**src/rtl/vps_ram.sv**
```systemverilog
// ----------------------------------------------------------------------------
// vps_ram: generic single-write, single-read RAM
// One write port, one read port with registered read data.
// ----------------------------------------------------------------------------
module vps_ram #(
	parameter int WIDTH = 32,
	parameter int DEPTH = 16
) (
	input  logic                     clk,
	input  logic                     we,
	input  logic [$clog2(DEPTH)-1:0] waddr,
	input  logic [WIDTH-1:0]         wdata,
	input  logic [$clog2(DEPTH)-1:0] raddr,
	output logic [WIDTH-1:0]         rdata
);
	logic [WIDTH-1:0] mem_q [DEPTH];
	logic [WIDTH-1:0] rdata_q;

	always_ff @(posedge clk) begin
		if (we) begin
			mem_q[waddr] <= wdata;
		end
		rdata_q <= mem_q[raddr];
	end

	assign rdata = rdata_q;
endmodule

```
**config.mk**
```make
export PLATFORM = sky130hd
export DESIGN_NAME = vps_ram
export DESIGN_NICKNAME = d
export VERILOG_FILES = /design/src/rtl/vps_ram.sv
export SDC_FILE = /design/constraint.sdc
export NUM_CORES = 1
export LEC_CHECK = 0
export BUFFER_PORTS_ARGS = -buffer_cell sky130_fd_sc_hd__buf_2
export CAP_MARGIN = 10
export CORE_MARGIN = 8
export CORE_UTILIZATION = 45
export CTS_CLUSTER_SIZE = 40
export DETAILED_ROUTE_END_ITERATION = 10
export GPL_TIMING_DRIVEN = 1
export PLACE_DENSITY = 0.67
export SETUP_SLACK_MARGIN = 0.15
export SLEW_MARGIN = 10
export SYNTH_ARGS = -nofsm -noshare
export SYNTH_HDL_FRONTEND = slang
export SYNTH_SLANG_ARGS = --single-unit
export TNS_END_PERCENT = 30
```
**constraint.sdc**
```tcl
create_clock -name clk -period 3.8 [get_ports clk]
set_input_delay 0.76 -clock clk [delete_from_list [all_inputs] [get_ports clk]]
set_output_delay 0.76 -clock clk [all_outputs]
set_load 0.02 [all_outputs]
```
==> results of run 1 <==
[layout make-up]
cell class	count	area, um^2	share of cell area
multi-input combinational	251	3760	0.164
clock buffer	82	1540	0.0672
tap	592	741	0.0324
clock inverter	15	150	0.00656
antenna	1	2.50	0.000109
timing repair buffer	101	674	0.0295
sequential	544	16000	0.700
[synth_stat cells, drive strengths merged]
library cell  count  area, um^2
edfxtp          512       15400
mux4            128        2880
a22oi            64         480
nand2            33         124
dfxtp            32         641
buf              26         159
clkbuf           17        63.8
nor2             13        48.8
nor3              4        20.0
nand2b            2        12.5
nand3b            2        15.0
nor2b             2        12.5
and2              1        6.26
nand3             1        5.00
or3b              1        8.76
[placed cells by master (no fill, tap or decap), types with 3 or more instances in the layout]
cell type / count
nand2_1: 33
nor2_4: 13
a22oi_1: 64
clkinv_1: 4
buf_12: 7
clkbuf_1: 20
clkbuf_8: 9
clkbuf_16: 54
buf_4: 22
edfxtp_1: 512
clkinvlp_4: 3
nor3_2: 3
buf_2: 71
mux4_2: 128
dfxtp_1: 32
[through the flow]
stage	util	instance area, um^2	hold slack, ns	setup slack (ns)
after floorplan	-	19900	0.635	0.161
after global placement	0.482	21200	0.651	1.08
after detailed placement	0.482	21200	0.659	1.05
after CTS	0.521	22900	0.517	1.69
after global routing	0.521	22900	0.541	1.63
final	0.521	22900	0.548	1.69
[sequential cells by signal (all words and copies together), names as in the netlist]
register  flops
rdata        32
mem_q       512
[worst reg2reg max path, delay by kind of cell (launching register included)]
kind	cells	cell delay [ns]
AOI/OAI and AO/OA	1	0.27
and+or+nand+nor	1	0.14
DFF	1	0.38
muxes	1	0.53
[power by group through the flow]
stage	Combinational (uW)	Clock (uW)	Sequential [uW]
floorplan	322	0	6920
global placement	625	0	6870
detailed placement	636	0	6870
CTS	639	5140	6750
global route	677	5360	6760
finish	624	5040	6750
[layer usage]
metal	GRT usage	wire length (um)	up-vias
met2	0.244	18500	247
met3	0.0299	2250	63
met4	0.0433	738	2
li1	-	-	3809
met1	0.219	17300	4756
met5	0	11	-
[worst max-delay path by stage]
| stage | to | slack (ns) | depth (start not counted) |
|---|---|---|---|
| after floorplan | mem_q[8][0] | 0.16 | 2 |
| after global routing | mem_q[6][31] | 1.63 | 4 |
| after detailed placement | mem_q[3][9] | 1.05 | 4 |
| final | mem_q[2][8] | 1.69 | 4 |
| after CTS | mem_q[2][8] | 1.69 | 4 |
| after global placement | mem_q[2][13] | 1.08 | 4 |
[kinds of logic after synthesis]
family                 Yosys count
flip-flops                     544
multiplexers                   128
AO/OA/AOI/OAI                   64
AND/OR/NAND/NOR                 59
buffers and inverters           43
==> qor.csv, run 1 <==
metric,value,unit
Die X,226,um
Crit-path slowest cell,or3b_2,
kind of critical path,in2reg,
Rel. slew slack,0.274,
Die Height,226,um
CTS tree,yes,
via/cell ratio,5.60,
syn nets,880,
FMAX,474,MHz
number of distinct library cells after synthesis,18,
CTS root buf,clkbuf_16,
"Cell Chain, Critical Path","buf_2, or3b_2, nor2_4, buf_4",
hold buffer count at cts,0,
worst r2r dst,rdata[20],
adder-cell share of the synthesized area,0,
Avg Inst Size Synth,23.7,um^2
status,completed,
simple-gate area share of the yosys netlist,0.0127,
period utilization,0.555,
Pwr Density,543,mW/mm^2
worst reg-to-reg setup slack,2.35,ns
WP buf/inv,2,
final setup fails,0,
Tot GR Track Use,0.155,
Clock transition at path regs,0.06,ns
average wire per standard cell,24.5,um
largest family of logic cells by synthesized area,multiplexers,
Critical Path RT,4.06,ns
first-pass GRT wire length,59100,um
Max VDD drop,319,uV
layout cells sized above 1,0.325,
Pwr Total,12400,uW
"delay-heaviest family, CP",simple AND/OR/NAND/NOR gates,
vias in the first global route,9424,
die area,0.0511,mm^2
IO buf count,73,
Net Switching,2540,uW
worst skew pair latency,0.58,ns
Ports,74,
fin. max-slew vios,0,
non-filler cells in the finished layout,1586,
RSZ-0062 raised after global routing,no,
R2R cell count,3,
routability cong.,0.719,
Internal,9870,uW
post-CTS setup buffers,0,
Post-CTS Resized,0,
FP Rows,77,
antenna-violating nets left,0,
CP Launch Type,input port,
min Tclk post-route,2.11,ns
Synth Cell Area,0.0199,mm^2
final net count,993,
static leakage,0.00731,uW
DRC violations left,0,
Logic pwr share,0.050,
initial detailed-routing violation count,782,
Worst R2R Start,mem_q[3][20],
Fin Setup TNS,0,ns
final hold violation count,0,
H-tree depth,2,
Setup Skew,0.0115,ns
hold path depth,1,
total congestion overflow,0,
Worst Setup SP,waddr[2],
# fillers,3399,
worst hold endpoint,mem_q[7][12],
pin count of the biggest net entering global routing,46,
antenna violations before repair,2,
Mapped Cells,838,
Initial Util,0.452,
CTS Buf Count,53,
Hold Path Origin,wdata[12],
Clock Power Share,0.406,
Final HPWL DP,21600,um
CP endpoint kind,flip-flop,
synth warn,0,
clk sinks,544,
sequential power share,0.544,
mux contribution to synthesized area,0.145,
DRT Pass-1 Iters,5,
placed cells,1488,
Max Buffers Root-to-Sink,3,
Core Region,0.0439,mm^2
Compound-Gate Fraction of Synth Area,0.0242,
Sw Share,0.205,
post-synthesis xor/xnor area fraction,0,
Hold WC Path Type,in2reg,
CP max stage delay,0.60,ns
Seq cells post-synth,544,
"Area growth, synth to finish",15.2,%
sequential fraction of the synthesis area,0.807,
WL final,38900,um
routed via count,8877,
max_cap viols,0,
worst-margin pin slew,1.09,ns
CP Max Fanout,18,
WP data arrival,2.37,ns
Power figures use the tool's default switching activity.
==> run 2: changes to the inputs <==
==> constraint.sdc (replaced) <==
create_clock -name clk -period 1.9 [get_ports clk]
set_input_delay 0.38 -clock clk [delete_from_list [all_inputs] [get_ports clk]]
set_output_delay 0.38 -clock clk [all_outputs]
set_load 0.02 [all_outputs]
==> run 2 against run 1 <==
Against the previous run:
- register-to-register slack worse by 1.8 ns
- first-iteration DRC count is 26% higher
- critical path depth is 3 lower
- total power is 98% higher
- flip-flop and latch count stayed put
- worst hold slack worse by 0.36 ns
- sequential share of layout area is 1.7 points lower
- worst setup slack worse by 1.3 ns
- highest routed layer unchanged
- clock-buffer cell count is 3 lower
- non-clock buffer count is 29 higher
- largest power group unchanged
==> qor.csv, run 2 (synthesis results as in run 1) <==
metric,value,unit
average wire per standard cell,24.9,um
WP buf/inv,1,
Ports,74,
"Area growth, synth to finish",18.0,%
met3 wire length,3060,um
Die Height,226,um
FP Rows,77,
initial detailed-routing violation count,985,
WL final,40200,um
clk sinks,544,
post-CTS setup buffers,0,
Clock transition at path regs,0.06,ns
worst-margin pin slew,0.472,ns
uppermost routed layer,met5,
"delay-heaviest family, CP",flip-flops,
Final HPWL DP,22700,um
status,completed,
CTS Buf Count,51,
die area,0.0511,mm^2
Initial Util,0.452,
CTS tree,yes,
Max VDD drop,651,uV
Hold Path Origin,wdata[12],
Max Buffers Root-to-Sink,3,
Worst Setup SP,rdata[20],
Post-CTS Resized,0,
FMAX,656,MHz
H-tree depth,2,
WL met1,17300,um
hold buffer count at cts,0,
CP max stage delay,0.39,ns
via/cell ratio,5.57,
final net count,1020,
Worst R2R Start,mem_q[0][24],
CP Max Fanout,1,
final hold violation count,0,
kind of critical path,reg2out,
Critical Path RT,1.52,ns
worst skew pair latency,0.55,ns
most frequent cells in the layout,"edfxtp_1, mux4_2, buf_2",
max reg flops,512,
CP endpoint kind,output pin,
fin. max-slew vios,0,
period utilization,0.802,
Pwr Total,24600,uW
Tot GR Track Use,0.162,
Crit-path slowest cell,dfxtp_1,
antenna-violating nets left,0,
DRC violations left,0,
Final WS setup,0.376,ns
# fillers,3340,
Core Region,0.0439,mm^2
FF+latch area,0.0160,mm^2
routability cong.,0.714,
min Tclk post-route,1.52,ns
RSZ-0062 raised after global routing,no,
WP data arrival,1.14,ns
max_cap viols,0,
CTS root buf,clkbuf_16,
IO buf count,73,
post-place setup slack,0.00652,ns
Hold WC Path Type,in2reg,
"commonest non-fill, non-tap cell in the layout",edfxtp_1,
DRT Pass-1 Iters,5,
total congestion overflow,0,
final setup fails,0,
routed via count,8992,
pin count of the biggest net entering global routing,43,
multi-input logic area,0.00379,mm^2
static leakage,0.00755,uW
Die X,226,um
"Cell Chain, Critical Path",buf_2,
first-pass GRT wire length,61100,um
Setup Skew,0.0138,ns
Pwr Density,1050,mW/mm^2
CP Launch Type,flip-flop,
largest register by flop count,mem_q,
Rel. slew slack,0.685,
vias in the first global route,9432,
antenna violations before repair,3,
met2 wire length,19400,um
layout cells sized above 1,0.346,
## run 2: layout make-up
class                      count  area share
clock inverter                16     0.00561
antenna                        2    0.000214
timing repair buffer         130      0.0541
tap                          592      0.0316
clock buffer                  79      0.0633
sequential                   544       0.683
multi-input combinational    251       0.162
## run 2: power breakdown
part           internal, uW  leakage, uW  switching [uW]
clock network          5640     0.000798            4090
registers             13400      0.00489            81.6
logic                   559      0.00186             782
total                 19600      0.00755            4950
## run 2: final timing paths
check                  endpoint  slack, ns  cells after the start
setup / recovery      rdata[20]       0.38                      1
hold / removal    mem_q[10][12]       0.19                      1
setup reg to reg      rdata[24]       0.56                      3
hold reg to reg       rdata[21]       0.67                      3
## run 2: through the flow
| step | TNS (ns) | instances | hold slack [ns] | utilization | cell area [um^2] |
|---|---|---|---|---|---|
| floorplan | -19.07 | 838 | 0.479 | - | 20000 |
| global placement | 0 | 1517 | 0.653 | 0.497 | 21800 |
| detailed placement | 0 | 1517 | 0.655 | 0.497 | 21800 |
| CTS | 0 | 1612 | 0.169 | 0.533 | 23400 |
| global route | 0 | 1612 | 0.174 | 0.533 | 23400 |
| finish | 0 | 1614 | 0.193 | 0.533 | 23400 |
## run 2: routing by layer
layer	GRT usage	up-vias
met5	0	-
met4	0.0321	2
met3	0.0321	40
met2	0.257	301
met1	0.232	4796
li1	-	3853
